[src/ilir_pkg.sv]
package ilir_pkg;

    localparam int FIELD_W = 11;
    localparam int VALUE_W = 64;
    localparam int S_DATA_W = 80;
    localparam int M_DATA_W = 88;
    localparam logic [FIELD_W-1:0] INIT_CAP_RESET = 11'd16;

    typedef enum logic [2:0] {
        MODE_APPEND = 3'd0,
        MODE_INSERT = 3'd1,
        MODE_REMOVE = 3'd2,
        MODE_POP    = 3'd3,
        MODE_READ   = 3'd4,
        MODE_CLEAR  = 3'd5
    } mode_t;

    typedef enum logic [1:0] {
        STAT_OK    = 2'd0,
        STAT_RANGE = 2'd1,
        STAT_EMPTY = 2'd2,
        STAT_FULL  = 2'd3
    } status_t;

    typedef struct packed {
        logic [FIELD_W-1:0] free_space;
        logic [FIELD_W-1:0] count_now;
        logic [VALUE_W-1:0] read_value;
        status_t            status;
    } res_t;

endpackage

[src/ilir_obuf.sv]
module ilir_obuf (
    input  logic                           aclk,
    input  logic                           aresetn,
    input  logic                           in_valid,
    output logic                           in_ready,
    input  ilir_pkg::res_t                 in_res,
    output logic                           m_tvalid,
    input  logic                           m_tready,
    output logic [ilir_pkg::M_DATA_W-1:0]  m_tdata
);

    import ilir_pkg::*;

    logic full_reg;
    logic full_next;
    res_t res_reg;

    assign in_ready = !full_reg || m_tready;

    always_comb begin
        full_next = full_reg;
        if (in_valid && in_ready) begin
            full_next = 1'b1;
        end else if (m_tready) begin
            full_next = 1'b0;
        end
    end

    always_ff @(posedge aclk) begin
        if (!aresetn) begin
            full_reg <= 1'b0;
        end else begin
            full_reg <= full_next;
        end
        if (in_valid && in_ready) begin
            res_reg <= in_res;
        end
    end

    assign m_tvalid = full_reg;
    assign m_tdata  = M_DATA_W'(res_reg);

endmodule

[config.mk]
export PLATFORM = sky130hd
export DESIGN_NAME = ilir_obuf
export DESIGN_NICKNAME = d
export VERILOG_FILES = /design/src/ilir_pkg.sv /design/src/ilir_obuf.sv
export SDC_FILE = /design/constraint.sdc
export NUM_CORES = 1
export LEC_CHECK = 0
export BUFFER_PORTS_ARGS = -buffer_cell sky130_fd_sc_hd__clkbuf_2
export CELL_PAD_IN_SITES_DETAIL_PLACEMENT = 0
export CELL_PAD_IN_SITES_GLOBAL_PLACEMENT = 1
export CORE_MARGIN = 10
export CORE_UTILIZATION = 30
export CTS_BUF_LIST = sky130_fd_sc_hd__clkbuf_4 sky130_fd_sc_hd__clkbuf_8
export DETAILED_ROUTE_END_ITERATION = 7
export PLACE_DENSITY = 0.87
export SLEW_MARGIN = 40
export SYNTH_ARGS = -nofsm -noshare
export SYNTH_HDL_FRONTEND = slang
export SYNTH_SLANG_ARGS = --single-unit
[constraint.sdc]
create_clock -name aclk -period 1.54 [get_ports aclk]
set_clock_uncertainty 0.2 [all_clocks]
set_input_delay 0.077 -clock aclk [delete_from_list [all_inputs] [get_ports aclk]]
set_output_delay 0.077 -clock aclk [all_outputs]
set_load 0.1 [all_outputs]
# Word level (Yosys, flattened, before mapping)
# Index checks and enable logic that the tools add are counted.
[totals] input_bits=92 wordCells=11 out_inout_bits=90 register_bits=89
[classes] reduce_logical=4 mux=2
[ops] operator="1-bit 2-to-1 mux" count=2
[ops] operator="2-bit nonzero test" count=1
[ops] operator="1-bit logical AND" count=1
[ops] operator="1-bit zero test" count=1
[ops] operator="1-bit logical OR" count=1

# Depth between registers and ports, before layout
[logic_depth] word_depth=4 mapped_depth=2 depth_no_buf=2

# Worst setup path after synthesis
# No wires, ideal clock.
[synth_timing] path_type="flip-flop to flip-flop" startpoint="register full_reg, in the netlist m_tvalid" endpoint="register res_reg, in the netlist m_tdata[0] (enable)" setup_slack_ns=-0.933 stages_incl_launch_ff=3 period_less_slack_ns=2.473 setup_ns=0.385 arrival_ns=1.888 path_cell_list="dfxtp_1 -> nand2b_4 -> and2_4"
[synth_via] elab_chain_len=3
[synth_lines] item="from (decl)" line="ilir_obuf.sv:14" text="logic full_reg;"
[synth_lines] item="from (signal assigned)" line="ilir_obuf.sv:33" text="full_reg <= full_next;"
[synth_lines] item="1-bit zero test" line="ilir_obuf.sv:18" text="assign in_ready = !full_reg || m_tready;"
[synth_lines] item="1-bit logical OR" line="ilir_obuf.sv:18"
[synth_lines] item="net in_ready" line="ilir_obuf.sv:5" text="output logic in_ready,"
[synth_lines] item="1-bit logical AND" line="ilir_obuf.sv:35" text="if (in_valid && in_ready) begin"
[synth_lines] item="to (signal assigned)" line="ilir_obuf.sv:36" text="res_reg <= in_res;"
[synth_lines] item="to (decl)" line="ilir_obuf.sv:16" text="res_t res_reg;"
# The timed path passes the listed nets, and every way through them passes these cells.
# A chain may end at the register's enable or synchronous reset.

# Worst setup path in the final report
[layout_timing] startpoint="register res_reg, in the netlist m_tdata[18]" endpoint="output port m_tdata[18] in the netlist's numbering"
[layout_rtl] item="to (decl)" line="ilir_obuf.sv:9" text="output logic [ilir_pkg::M_DATA_W-1:0] m_tdata"
# No word-level cell between the ends.

==> results.py <==
metrics = {
    "outcome": {
        "status": "finished clean",
    },
    "routing": {
        "ant_nets": 0,
        "wire_per_inst_um": 17.46,
        "drc_errors": 0,
        "drt-total-wl_um": 8610,
        "drt_iter0_markers": 55,
        "drt_first_pass_iters": 4,
        "via_per_inst": 4.101,
        "vias": 2022,
    },
    "floorplanning": {
        "dieArea_um2": 13200,
        "die_h_um": 114.9,
        "rows": 34,
        "die_w_um": 114.9,
        "core_um2": 8721,
        "ios": 182,
        "initial_utilization_pct": 30.96,
    },
    "synth": {
        "syn-instance-count": 93,
        "syn_area_um2": 2700,
        "seq_area_frac_synth_pct": 98.61,
        "syn-num-nets": 185,
        "postSynthAreaPerCell_um2": 29.03,
        "ys_warn_count": 0,
        "synth_cell_types": 6,
        "ys_ff_latch": 89,
    },
    "critical_path": {
        "crit_required_ps": 1260,
        "cp-startpoint": "m_tdata[18]",
        "crit_path_top_delay_cell": "clkbuf_2",
        "crit_arrival_ps": 1170,
        "crit_fanout": 1,
        "r2r_start": "m_tvalid",
        "cp-start-kind": "register",
        "cp-end-kind": "primary output",
        "critical-path-top-delay-family": "buffers and inverters",
        "crit_type": "reg2out",
        "r2r_cells": 3,
        "cp.depth": 1,
        "crit_buf_inv": 1,
        "r2r_end": "m_tdata[12]",
        "crit_end": "m_tdata[18]",
        "cp_cell_sequence": "clkbuf_2",
        "reg2reg_slack_ps": 140,
        "critPathMaxStageDelay_ps": 470,
    },
    "clock_tree": {
        "cts_buffers": 9,
        "cts_resized": 0,
        "cts.sinks": 89,
        "path_clk_slew_ps": 90,
        "htree_levels": 3,
        "clock_latency_ps": 350,
        "cts_max_path_buffers": 2,
        "clockRootBuffer": "clkbuf_8",
        "cts_tree": "built",
    },
    "worst_hold_path": {
        "hold_path_class": "in2reg",
        "holdPathStages": 3,
    },
    "sta": {
        "finalSetupViolCount": 0,
        "finalCritPeriodShare_pct": 94.01,
        "hold_viol": 0,
        "rsz0062_at_grt": "false",
        "worst_pin_slew_ps": 588.1,
        "timing.slew.headroom_pct": 60.96,
        "max_freq_mhz": 690.8,
        "hold_ws_ps": 110.2,
        "post-route-min-period_ps": 1448,
        "slew_viol_final": 0,
    },
    "placement": {
        "place_congestion": 0.6941,
        "portBuffers": 181,
        "post_dp_cell_area_um2": 3797,
    },
    "finish": {
        "fin_nets": 470,
        "fin_util_pct": 55.93,
        "final_cell_area_um2": 4877,
        "syn_to_final_growth_pct": 80.63,
        "final_common_cell": "clkbuf_2",
        "layout_common_cells": "179 x clkbuf_2, 90 x dlygate4sd3_1, 88 x edfxtp_1, 9 x clkbuf_8, 3 x buf_4",
        "drive_gt1_share_pct": 53.26,
    },
    "pwr": {
        "p_per_area_nw_per_um2": 1189,
        "p_leak_nw": 2.121,
        "ir_drop_mv": 0.4866,
    },
    "grt": {
        "grt-ovfl-total": 0,
        "grt_pass1_vias": 2379,
        "track_usage_pct": 12.66,
        "antenna_found_initial": 1,
        "grt_start_max_net_pins": 46,
        "grt_pass1_wl_um": 12750,
    },
    "run": {
        "cap_violations": 0,
    },
}
-- repair_timing --
item	4_1_cts	5_1_grt
hold buffers	90	0
endpoints found under the hold margin	89	0
setup buffers	0	0
-- Yosys cell counts --
cell type / instances / area, um^2
a21boi_2: 1 / 11.26
and2_4: 1 / 8.760
dfxtp_1: 1 / 20.02
edfxtp_1: 88 / 2643
inv_1: 1 / 3.750
nand2b_4: 1 / 13.76
-- worst register-to-register path: cells and delay by family (launching register included) --
kind	cells	cell delay (ps)
flops	1	360
buf+inv	1	240
simple gates	2	260
-- power breakdown --
part	internal [mW]	switching, mW	total (mW)
clock	0.610	0.803	1.41
combinational	0.333	1.19	1.52
sequential	2.83	0.0386	2.87
-- worst min path at each step --
stage                from          end  slack, ps
2_1_floorplan   in_res[0]   m_tdata[0]        -20
6_report         in_valid   m_tdata[1]        110
4_1_cts          in_valid  m_tdata[29]         90
5_1_grt          in_valid   m_tdata[1]        110
3_5_place_dp   in_res[27]  m_tdata[27]         60
3_3_place_gp   in_res[27]  m_tdata[27]         50
-- sequential cells by signal, summed over array words and instances (netlist names) --
signal / cells
m_tdata: 88
m_tvalid: 1
-- through the flow --
step           total power, mW  instances  TNS [ps]  setup WS, ps
2_1_floorplan            3.969         93    -50480        -573.6
3_3_place_gp             4.245        385         0         190.0
3_5_place_dp             4.261        385         0         162.1
4_1_cts                  5.863        491         0         51.46
5_1_grt                  6.039        492         0         18.20
6_report                 5.799        493         0         92.31
-- layout make-up --
class / count / area (um^2)
timing repair buffer: 274 / 1859
inverter: 1 / 3.754
clock inverter: 6 / 42.54
sequential: 89 / 2666
clock buffer: 10 / 131.4
tap: 108 / 135.1
multi-input combinational: 3 / 33.78
fill: 689 / 3844
antenna: 2 / 5.005
-- logic make-up (layout without fill, tap and decap cells) --
logic type	after synthesis	count (layout)	share of synthesized area, %
AND/OR/NAND/NOR	2	2	0.8340
buffers and inverters	1	291	0.1389
other	0	2	0
flip-flops	89	89	98.61
AO/OA/AOI/OAI	1	1	0.4170
-- layer usage --
| layer | share of wire, % | track usage [%] | vias up |
|---|---|---|---|
| met4 | 2.5 | 6.766 | 0 |
| met5 | 0 | 0 | - |
| li1 | - | - | 945 |
| met1 | 34 | 12.07 | 931 |
| met2 | 49 | 21.06 | 129 |
| met3 | 14 | 7.448 | 17 |
Note: power is estimated with default switching activity, not from simulation.
