File: config.mk
export PLATFORM = sky130hd
export DESIGN_NAME = ilir_core
export DESIGN_NICKNAME = d
export VERILOG_FILES = /design/src/ilir_pkg.sv /design/src/ilir_core.sv
export SDC_FILE = /design/constraint.sdc
export NUM_CORES = 1
export LEC_CHECK = 0
export BUFFER_PORTS_ARGS = -buffer_cell sky130_fd_sc_hd__clkbuf_2
export CELL_PAD_IN_SITES_DETAIL_PLACEMENT = 1
export CELL_PAD_IN_SITES_GLOBAL_PLACEMENT = 2
export CORE_UTILIZATION = 33
export CTS_CLUSTER_SIZE = 8
export DETAILED_ROUTE_END_ITERATION = 16
export PLACE_DENSITY_LB_ADDON = 0.1
export REMOVE_ABC_BUFFERS = 1
export SLEW_MARGIN = 20
export SYNTH_ARGS = -nofsm -noshare
export SYNTH_HDL_FRONTEND = slang
export SYNTH_SLANG_ARGS = --single-unit
File: constraint.sdc
create_clock -name aclk -period 4.84 [get_ports aclk]
set_input_delay 0 -clock aclk [delete_from_list [all_inputs] [get_ports aclk]]
set_output_delay 0 -clock aclk [all_outputs]
set_load 0.03 [all_outputs]
File: src/ilir_pkg.sv
package ilir_pkg;

    localparam int FIELD_W = 11;
    localparam int VALUE_W = 64;
    localparam int S_DATA_W = 80;
    localparam int M_DATA_W = 88;
    localparam logic [FIELD_W-1:0] INIT_CAP_RESET = 11'd16;

    typedef enum logic [2:0] {
        MODE_APPEND = 3'd0,
        MODE_INSERT = 3'd1,
        MODE_REMOVE = 3'd2,
        MODE_POP    = 3'd3,
        MODE_READ   = 3'd4,
        MODE_CLEAR  = 3'd5
    } mode_t;

    typedef enum logic [1:0] {
        STAT_OK    = 2'd0,
        STAT_RANGE = 2'd1,
        STAT_EMPTY = 2'd2,
        STAT_FULL  = 2'd3
    } status_t;

    typedef struct packed {
        logic [FIELD_W-1:0] free_space;
        logic [FIELD_W-1:0] count_now;
        logic [VALUE_W-1:0] read_value;
        status_t            status;
    } res_t;

endpackage

File: src/ilir_core.sv
module ilir_core #(
    parameter int DEPTH = 1024,
    parameter int WORD_WIDTH = 64
) (
    input  logic                          aclk,
    input  logic                          aresetn,
    input  logic                          in_valid,
    output logic                          in_ready,
    input  ilir_pkg::mode_t               in_mode,
    input  logic [ilir_pkg::FIELD_W-1:0]  in_position,
    input  logic [ilir_pkg::VALUE_W-1:0]  in_value,
    input  logic                          cfg_valid,
    input  logic [ilir_pkg::FIELD_W-1:0]  cfg_data,
    output logic                          res_valid,
    input  logic                          res_ready,
    output ilir_pkg::res_t                res,
    output logic                          ram_we,
    output logic [$clog2(DEPTH)-1:0]      ram_waddr,
    output logic [WORD_WIDTH-1:0]         ram_wdata,
    output logic                          ram_re,
    output logic [$clog2(DEPTH)-1:0]      ram_raddr,
    input  logic [WORD_WIDTH-1:0]         ram_rdata
);

    import ilir_pkg::*;

    localparam int AW = $clog2(DEPTH);
    localparam int CW = $clog2(DEPTH + 1);
    localparam int XW = ((CW > FIELD_W) ? CW : FIELD_W) + 1;

    typedef enum logic [2:0] {
        S_IDLE,
        S_GRAB,
        S_SHIFT,
        S_DRAIN,
        S_PUT,
        S_DONE
    } state_t;

    function automatic logic [CW-1:0] clamp_cap(input logic [FIELD_W-1:0] v);
        logic [XW-1:0] vx;
        vx = XW'(v);
        if (vx == '0) begin
            return CW'(1);
        end else if (vx > XW'(DEPTH)) begin
            return CW'(DEPTH);
        end else begin
            return vx[CW-1:0];
        end
    endfunction

    state_t state_reg, state_next;
    logic [CW-1:0] count_reg, count_next;
    logic [CW-1:0] cap_reg, cap_next;
    logic [FIELD_W-1:0] init_reg, init_next;
    status_t status_reg, status_next;
    logic [VALUE_W-1:0] rdval_reg, rdval_next;
    logic [AW-1:0] src_reg, src_next;
    logic [AW-1:0] last_reg, last_next;
    logic [AW-1:0] pos_reg, pos_next;
    logic [AW-1:0] pend_addr_reg, pend_addr_next;
    logic up_reg, up_next;
    logic shift_reg, shift_next;
    logic pend_reg, pend_next;
    logic [WORD_WIDTH-1:0] word_reg, word_next;

    logic [XW-1:0] pos_x;
    logic [XW-1:0] count_x;
    logic [XW-1:0] pos_inc_x;
    logic [CW-1:0] cnt_inc;
    logic [CW-1:0] cnt_dec;
    logic [CW:0]   cap_dbl;
    logic          has_room;
    logic          grow;
    logic [CW-1:0] free_c;

    assign pos_x     = XW'(in_position);
    assign count_x   = XW'(count_reg);
    assign pos_inc_x = pos_x + XW'(1);
    assign cnt_inc   = count_reg + CW'(1);
    assign cnt_dec   = count_reg - CW'(1);
    assign cap_dbl   = {cap_reg, 1'b0};
    assign grow      = !(count_reg < cap_reg);
    assign has_room  = !grow || (cap_dbl <= (CW+1)'(DEPTH));
    assign free_c    = cap_reg - count_reg;

    assign in_ready  = (state_reg == S_IDLE);
    assign res_valid = (state_reg == S_DONE);

    assign res.status     = status_reg;
    assign res.read_value = rdval_reg;
    assign res.count_now  = count_x[FIELD_W-1:0];
    assign res.free_space = FIELD_W'(free_c);

    always_comb begin
        state_next     = state_reg;
        count_next     = count_reg;
        cap_next       = cap_reg;
        init_next      = init_reg;
        status_next    = status_reg;
        rdval_next     = rdval_reg;
        src_next       = src_reg;
        last_next      = last_reg;
        pos_next       = pos_reg;
        pend_addr_next = pend_addr_reg;
        up_next        = up_reg;
        shift_next     = shift_reg;
        pend_next      = 1'b0;
        word_next      = word_reg;
        ram_we         = 1'b0;
        ram_waddr      = '0;
        ram_wdata      = '0;
        ram_re         = 1'b0;
        ram_raddr      = '0;

        // retire the write half of a shift move
        if (pend_reg) begin
            ram_we    = 1'b1;
            ram_waddr = pend_addr_reg;
            ram_wdata = ram_rdata;
        end

        if (cfg_valid) begin
            init_next = cfg_data;
            if (count_reg == '0) begin
                cap_next = clamp_cap(cfg_data);
            end
        end

        unique case (state_reg)
            S_IDLE: begin
                if (in_valid) begin
                    status_next = STAT_OK;
                    rdval_next  = '0;
                    word_next   = in_value[WORD_WIDTH-1:0];
                    pos_next    = in_position[AW-1:0];
                    shift_next  = 1'b0;
                    state_next  = S_DONE;
                    case (in_mode)
                        MODE_APPEND: begin
                            if (has_room) begin
                                if (grow) cap_next = cap_dbl[CW-1:0];
                                ram_we     = 1'b1;
                                ram_waddr  = count_reg[AW-1:0];
                                ram_wdata  = in_value[WORD_WIDTH-1:0];
                                count_next = cnt_inc;
                            end else begin
                                status_next = STAT_FULL;
                            end
                        end
                        MODE_INSERT: begin
                            if (pos_x > count_x) begin
                                status_next = STAT_RANGE;
                            end else if (!has_room) begin
                                status_next = STAT_FULL;
                            end else begin
                                if (grow) cap_next = cap_dbl[CW-1:0];
                                count_next = cnt_inc;
                                if (pos_x == count_x) begin
                                    ram_we    = 1'b1;
                                    ram_waddr = in_position[AW-1:0];
                                    ram_wdata = in_value[WORD_WIDTH-1:0];
                                end else begin
                                    src_next   = cnt_dec[AW-1:0];
                                    last_next  = in_position[AW-1:0];
                                    up_next    = 1'b1;
                                    state_next = S_SHIFT;
                                end
                            end
                        end
                        MODE_REMOVE: begin
                            if (count_reg == '0) begin
                                status_next = STAT_EMPTY;
                            end else if (pos_x >= count_x) begin
                                status_next = STAT_RANGE;
                            end else begin
                                ram_re     = 1'b1;
                                ram_raddr  = in_position[AW-1:0];
                                count_next = cnt_dec;
                                shift_next = (pos_inc_x < count_x);
                                src_next   = pos_inc_x[AW-1:0];
                                last_next  = cnt_dec[AW-1:0];
                                up_next    = 1'b0;
                                state_next = S_GRAB;
                            end
                        end
                        MODE_POP: begin
                            if (count_reg == '0) begin
                                status_next = STAT_EMPTY;
                            end else begin
                                ram_re     = 1'b1;
                                ram_raddr  = cnt_dec[AW-1:0];
                                count_next = cnt_dec;
                                state_next = S_GRAB;
                            end
                        end
                        MODE_READ: begin
                            if (count_reg == '0) begin
                                status_next = STAT_EMPTY;
                            end else if (pos_x >= count_x) begin
                                status_next = STAT_RANGE;
                            end else begin
                                ram_re     = 1'b1;
                                ram_raddr  = in_position[AW-1:0];
                                state_next = S_GRAB;
                            end
                        end
                        MODE_CLEAR: begin
                            count_next = '0;
                            cap_next   = clamp_cap(init_reg);
                        end
                        default: begin
                        end
                    endcase
                end
            end
            S_GRAB: begin
                rdval_next = VALUE_W'(ram_rdata);
                state_next = shift_reg ? S_SHIFT : S_DONE;
            end
            S_SHIFT: begin
                // read one entry, write it one place over next cycle
                ram_re         = 1'b1;
                ram_raddr      = src_reg;
                pend_next      = 1'b1;
                pend_addr_next = up_reg ? (src_reg + AW'(1)) : (src_reg - AW'(1));
                if (src_reg == last_reg) begin
                    state_next = S_DRAIN;
                end else begin
                    src_next = up_reg ? (src_reg - AW'(1)) : (src_reg + AW'(1));
                end
            end
            S_DRAIN: begin
                state_next = up_reg ? S_PUT : S_DONE;
            end
            S_PUT: begin
                ram_we     = 1'b1;
                ram_waddr  = pos_reg;
                ram_wdata  = word_reg;
                state_next = S_DONE;
            end
            S_DONE: begin
                if (res_ready) state_next = S_IDLE;
            end
            default: begin
                state_next = S_IDLE;
            end
        endcase
    end

    always_ff @(posedge aclk) begin
        if (!aresetn) begin
            state_reg <= S_IDLE;
            count_reg <= '0;
            cap_reg   <= clamp_cap(INIT_CAP_RESET);
            init_reg  <= INIT_CAP_RESET;
            pend_reg  <= 1'b0;
        end else begin
            state_reg <= state_next;
            count_reg <= count_next;
            cap_reg   <= cap_next;
            init_reg  <= init_next;
            pend_reg  <= pend_next;
        end
        status_reg    <= status_next;
        rdval_reg     <= rdval_next;
        src_reg       <= src_next;
        last_reg      <= last_next;
        pos_reg       <= pos_next;
        pend_addr_reg <= pend_addr_next;
        up_reg        <= up_next;
        shift_reg     <= shift_next;
        word_reg      <= word_next;
    end

endmodule

# Word level (Yosys, flattened, before mapping)
# Index checks and enable logic that the tools add are counted.
totals:
  register_bits: 209
  latchBits: 0
  ram_bits: 0
  romBits: 0
  input_bits: 158
  out_inout_bits: 176
  word_cells: 173
  n_memories: 0
op_classes:
  addsub: 6
  multipliers: 0
  n_div: 0
  magnitude_cmp: 7
  n_eq_ne: 28
  n_shift: 0
  muxes: 99
  n_bitwise: 1
  n_reduce_logical: 18
op_table:
  columns: ["op", "n"]
  rows:
  - ["$mux W64", 7]
  - ["$pmux W64 S2", 3]
  - ["$mux W10", 24]
  - ["$mux W11", 16]
  - ["$pmux W10 S2", 7]
  - ["$pmux W11 S5", 1]
  - ["$logic_not A11 Y1", 3]
  - ["$pmux W11 S3", 1]
  - ["$mux W3", 10]
  - ["$gt A11 B11 Y1 const B", 2]
  - ["$mux W1", 18]
  - ["$ne A2 B2 Y1 const B", 9]
  - ["$pmux W3 S6", 1]
  - ["$ne A3 B3 Y1 const B", 5]
  - ["$add A11 B1 Y12 const B", 1]
  - ["$eq A3 B2 Y1 const B", 4]
  - ["$eq A3 B3 Y1 const B", 4]
  - ["$le A12 B11 Y1 const B", 1]
  - ["$lt A12 B11 Y1", 1]
  - ["$add A11 B1 Y11 const B", 1]
  - ["$eq A11 B11 Y1", 1]
  - ["$ge A11 B11 Y1", 1]
  - ["$gt A11 B11 Y1", 1]
  - ["$lt A11 B11 Y1", 1]
  - ["other kinds (24)", 36]

# Longest topological paths before layout
depth:
  depth_word: 11
  mapped_depth: 12
  ltp_nobuf: 10

# Worst setup path before layout
# Ideal clock, no wire load.
synth_timing:
  path_kind: "register to output"
  start: "register state_reg[1]"
  end: "output ram_wdata[29]"
  arrival_ps: 4152
  required_ps: 4840
  setup_slack_ps: 688
  path_stages_with_launch: 9
  path_buffers: 2
  cell_sequence: "dfxtp_1 clkbuf_1 or3_4 inv_2 nand2_2 clkinv_1 clkbuf_1 nand4_1 o211ai_1"
synth_between:
  elab_chain_len: 2
  word_cells_on_any_way: 3
  cone_classes: "1 x eq/ne; 1 x mux; 1 x reduce/logical"
synth_lines:
  columns: ["element", "line_no", "rtl"]
  rows:
  - ["start, declared", "ilir_core.sv:52", "state_t state_reg, state_next;"]
  - ["start signal, assigned", "ilir_core.sv:259", "state_reg <= state_next;"]
  - ["$logic_not A3 Y1", null, null]
  - ["named net in_ready", "ilir_core.sv:8", "output logic in_ready,"]
  - ["$pmux W64 S2", "ilir_core.sv:130", "unique case (state_reg)"]
  - ["end, declared", "ilir_core.sv:19", "output logic [WORD_WIDTH-1:0] ram_wdata,"]
# The timed path passes the listed nets, and every way through them passes these cells.

# Final worst setup path
layout_timing:
  start: "register count_reg[6]"
  end: "output ram_wdata[30]"
layout_between:
  elab_chain_len: 7
  word_cells_on_any_way: 11
  cone_classes: "2 x order compare; 1 x eq/ne; 7 x mux; 1 x reduce/logical"
layout_lines:
  columns: ["element", "line_no", "rtl"]
  rows:
  - ["start, declared", "ilir_core.sv:53", "logic [CW-1:0] count_reg, count_next;"]
  - ["start signal, assigned", "ilir_core.sv:260", "count_reg <= count_next;"]
  - ["$lt A11 B11 Y1 / $eq A11 B11 Y1 (equally long branches)", "ilir_core.sv:83, ilir_core.sv:159", null]
  - ["$logic_or A1 B1 Y1 / $mux W64 (equally long branches)", "ilir_core.sv:84, ilir_core.sv:159", null]
  - ["$mux W64", "ilir_core.sv:154", "end else if (!has_room) begin"]
  - ["$mux W64", "ilir_core.sv:152", "if (pos_x > count_x) begin"]
  - ["$pmux W64 S2 (*)", "ilir_core.sv:139", "case (in_mode)"]
  - ["$mux W64 (*)", "ilir_core.sv:132", "if (in_valid) begin"]
  - ["$pmux W64 S2 (*)", "ilir_core.sv:130", null]
# Every way passes the cells marked *; elsewhere a longest branch is shown, timed or not.

==> summary.md <==
| Metric | Value |
|---|---|
| Initial antenna violation count | 2 |
| Distinct cell type count after synthesis | 76 |
| Multi-input combinational cell area | approximately 5900 um2 |
| Max-cap violation count | 0 |
| Setup slack of the worst register-to-register path | 1.33 ns |
| Die area | between 30000 and 40000 um2 |
| Average size of a mapped cell | between 9 and 10 um2 |
| Type of origin of the critical path | flip-flop |
| Start point of the worst min-delay path | in_valid |
| Root Driver | clkbuf_16 |
| Number of global-route vias before repair | 12100 |
| Post-synth design cell area | between 10000 and 15000 um2 |
| Slowest cell delay on critical path | 0.59 ns |
| Count of antenna-violating nets left after detailed routing | 0 |
| Final cycle utilization of the critical path | 87.4% |
| Setup Crit Path Kind | reg2out |
| Power density over cell area | between 400 and 500 nW/um2 |
| Initial standard-cell utilization of the core | between 30% and 40% |
| Met1 capacity usage during global routing | around 32% |
| Fin crit period | 4.23 ns |
| GRT met2 Usage | ~43% |
| Maximum clock rate | 236 MHz |
| PortBufs | 333 |
| Layout filler cell count | 4224 |
| Number of gates given a new drive strength after cts | 0 |
| Top cells by instance count after synthesis | edfxtp_1 (172), nand2_1 (116), nor2_1 (81) |
| Leakage component of the power | 6.94 nW |
| Boundary Pins | about 330 |
| Worst-case clock skew | 0.0143 ns |
| Prevailing post-synth register cell | edfxtp_1 |
| Num Clock Sinks | 209 |
| Congestion Overflow GR | 0 |
| RSZ-0062 raised after global routing | no |
| Clock-pin transition on the worst setup and hold timing paths | roughly 0.060 ns |
| Met3 usage in global routing | between 4 and 5% |
| Largest cells by area after synthesis | edfxtp_1 (42%), dfxtp_1 (6.0%), a22oi_1 (4.6%), ha_1 (3.8%), nand2_1 (3.5%) |
| Worst-case clock buffer depth | 3 |
| Clock tree from TritonCTS | yes |
| Maximum fanout along the worst path | 25 |
| Post-route DRC | 0 |
| Number of setup violations in the final report | 0 |
| R2R depth | 9 |
| Share of flip-flops with an asynchronous set or reset | 0% |
| Global Route Usage Sum | 25.1% |
| Cell count after synthesis | 1240 |
| Final Slew Violations | 0 |
| Layout Area Growth over Synthesis | 36.3% |
| Data required, critical path | 4.84 ns |
| Crit path max-delay cell type | dfxtp_1 |
| Dpl cell area | around 14000 um2 |
| Clock latency reported for the late side of the worst-skew pair | 0.56 ns |
| First-pass detailed-route iteration total | 5 |
| Start of the worst register-to-register path | count_reg[6] |
| Hold EP | state_reg[1] |
| Routed via count | 11800 |
| Number of nets at the end of the flow | approximately 1900 |
| Design Area, Final | roughly 17000 um2 |
| Row cnt | 70 |
| Maximum number of pins on one net before global-route repair | 66 |
| Vias per std cell | 5.41 |
| Post-DP HPWL | 34800 um |
| Worst-path cell chain | inv_1 -> ha_1 -> nand4_1 -> nor3_2 -> nand2b_1 -> and2_1 -> nand2_1 -> buf_4 -> o211ai_1 -> clkbuf_2 |
| Buffers plus inverters on the worst setup path | 3 |
| Result of the run | finished, final reports clean |
| Routability Congestion | 0.866 |
| Wire length of the first global-routing pass | around 74000 um |
| Cell taking the most area after synthesis | edfxtp_1 |
| Overall die height | 195 um |
| Yosys top cell area share | a little over two fifths |
| DRT Wirelength | 49400 um |
| Post-synthesis sequential element count | 209 |
| Die outline width | between 150 and 200 um |
| Number of synthesized flops with an enable pin | 172 |
| Worst min-delay path category | in2reg |
| Proportion of synthesized chip area in sequential cells | 47.8% |
| Stages on worst setup path | 10 |
| Core region area | 36700 um2 |
| Summed negative setup slack over all endpoints | 0 ns |
| Critical Path End Type | output port |
| Worst relative slew slack | 37.7% |
| Peak-usage layer in the global routing report | met2 |
| Number of cells traversed by the worst hold path | 4 |
| H-tree levels | 1 |
| Arrival time of the worst setup path | 4.23 ns |
| RR Endpoint | src_reg[0] |
| Share of final-layout standard cells stronger than drive strength 1 | 24.5% |
| Cell family with most CP delay | simple AND/OR/NAND/NOR gates |
| Measured slew at the worst slew-check pin | 0.925 ns |
| Total CTS buffers | 30 |
| Maximum ir drop on the vdd rail | 0.218 mV |
| Util after Layout | 45.9% |
| Most numerous cell in the Yosys netlist | edfxtp_1 |
| WL/cell | 22.7 um |
| Violation count after the first detailed-route iteration | 587 |
| Final hold violation count | 0 |
| Number of warning messages in the yosys log | 0 |
| Sequential Area | ~5900 um2 |
==> worst register-to-register path, stage by stage, from the launching register on <==
cell and delay [ns]:
dfxtp_1 0.59, inv_1 0.25, ha_1 0.37, a21oi_1 0.14, o21ai_1 0.13, a2111oi_4 0.59
nor2b_1 0.47, o21ai_0 0.21, a22oi_1 0.20, buf_4 0.25
==> per-stage QoR <==
step | power [mW] | instances | hold slack, ns | setup slack [ns]
after floorplan | 4.16 | 1147 | 0.0619 | -0.227
after global placement | 5.07 | 1971 | 0.196 | 1.23
after detailed placement | 5.10 | 1971 | 0.197 | 1.21
after CTS | 7.18 | 2179 | 0.00205 | 0.596
after global routing | 7.43 | 2180 | 0.0643 | 0.256
final | 7.11 | 2180 | 0.0304 | 0.609
==> power by group <==
group | internal [mW] | switching (mW) | total (mW) | leakage [nW]
combinational | 0.818 | 1.85 | 2.67 | 4.59
sequential | 2.34 | 0.156 | 2.50 | 1.95
clock | 1.15 | 0.798 | 1.95 | 0.400
total | 4.31 | 2.80 | 7.11 | 6.94
==> cells by family (layout without fill, tap and decap cells) <==
family                     count (synthesis)  in the layout  synth area share, %
adders and majority gates                 39             39                 4.01
and+or+nand+nor                          418            418                 17.3
AOI/OAI and AO/OA                        374            374                 21.0
buffers and inverters                    126            597                 4.41
other                                      0              1                    0
muxes                                     21             21                 1.70
DFF                                      209            209                 47.8
xor gates and xnor gates                  53             53                 3.82
==> layout make-up <==
cell class | instances | area share (%)
multi-input cells | 905 | 35.1
flip-flops and latches | 209 | 35.1
repair buffers | 518 | 20.6
clock buffers | 45 | 4.92
well taps | 468 | 3.48
inverters | 33 | 0.750
clock inverters | 1 | 0.0223
diodes | 1 | 0.0149
==> placed cells by master, fill, tap and decap left out, drive strengths merged, types with 5 or more instances in the layout <==
| master | instances |
|---|---|
| a211oi | 7 |
| a21o | 35 |
| a21oi | 54 |
| a221o | 8 |
| a22o | 27 |
| a22oi | 75 |
| a31oi | 11 |
| and2 | 69 |
| and3 | 5 |
| buf | 23 |
| clkbuf | 378 |
| dfxtp | 37 |
| dlygate4sd3 | 162 |
| edfxtp | 172 |
| ha | 38 |
| inv | 31 |
| mux2i | 21 |
| nand2 | 118 |
| nand2b | 7 |
| nand3 | 22 |
| nand4 | 34 |
| nor2 | 85 |
| nor2b | 19 |
| nor3 | 18 |
| nor4 | 14 |
| o211ai | 21 |
| o21ai | 78 |
| o22ai | 17 |
| or2 | 5 |
| or3 | 11 |
| xnor2 | 26 |
| xor2 | 27 |
==> worst max path at each step <==
stage                       from       endpoint
floorplan           state_reg[2]  ram_wdata[14]
global placement    count_reg[8]  ram_wdata[26]
detailed placement  count_reg[8]  ram_wdata[40]
CTS                 count_reg[8]  ram_wdata[40]
global route        count_reg[8]  ram_wdata[30]
finish              count_reg[6]  ram_wdata[30]
==> what timing repair did <==
action / in CTS / in global routing
hold endpoints to repair: 182 / 0
hold buffers: 162 / 0
setup buffers: 0 / 0
==> per-layer routing <==
metal / routed length (um) / up-vias
met3: 2860 / 63
met2: 24000 / 342
li1: - / 5576
met1: 21400 / 5814
met4: 1040 / 2
met5: 13 / -
(Power assumes the default switching activity.)
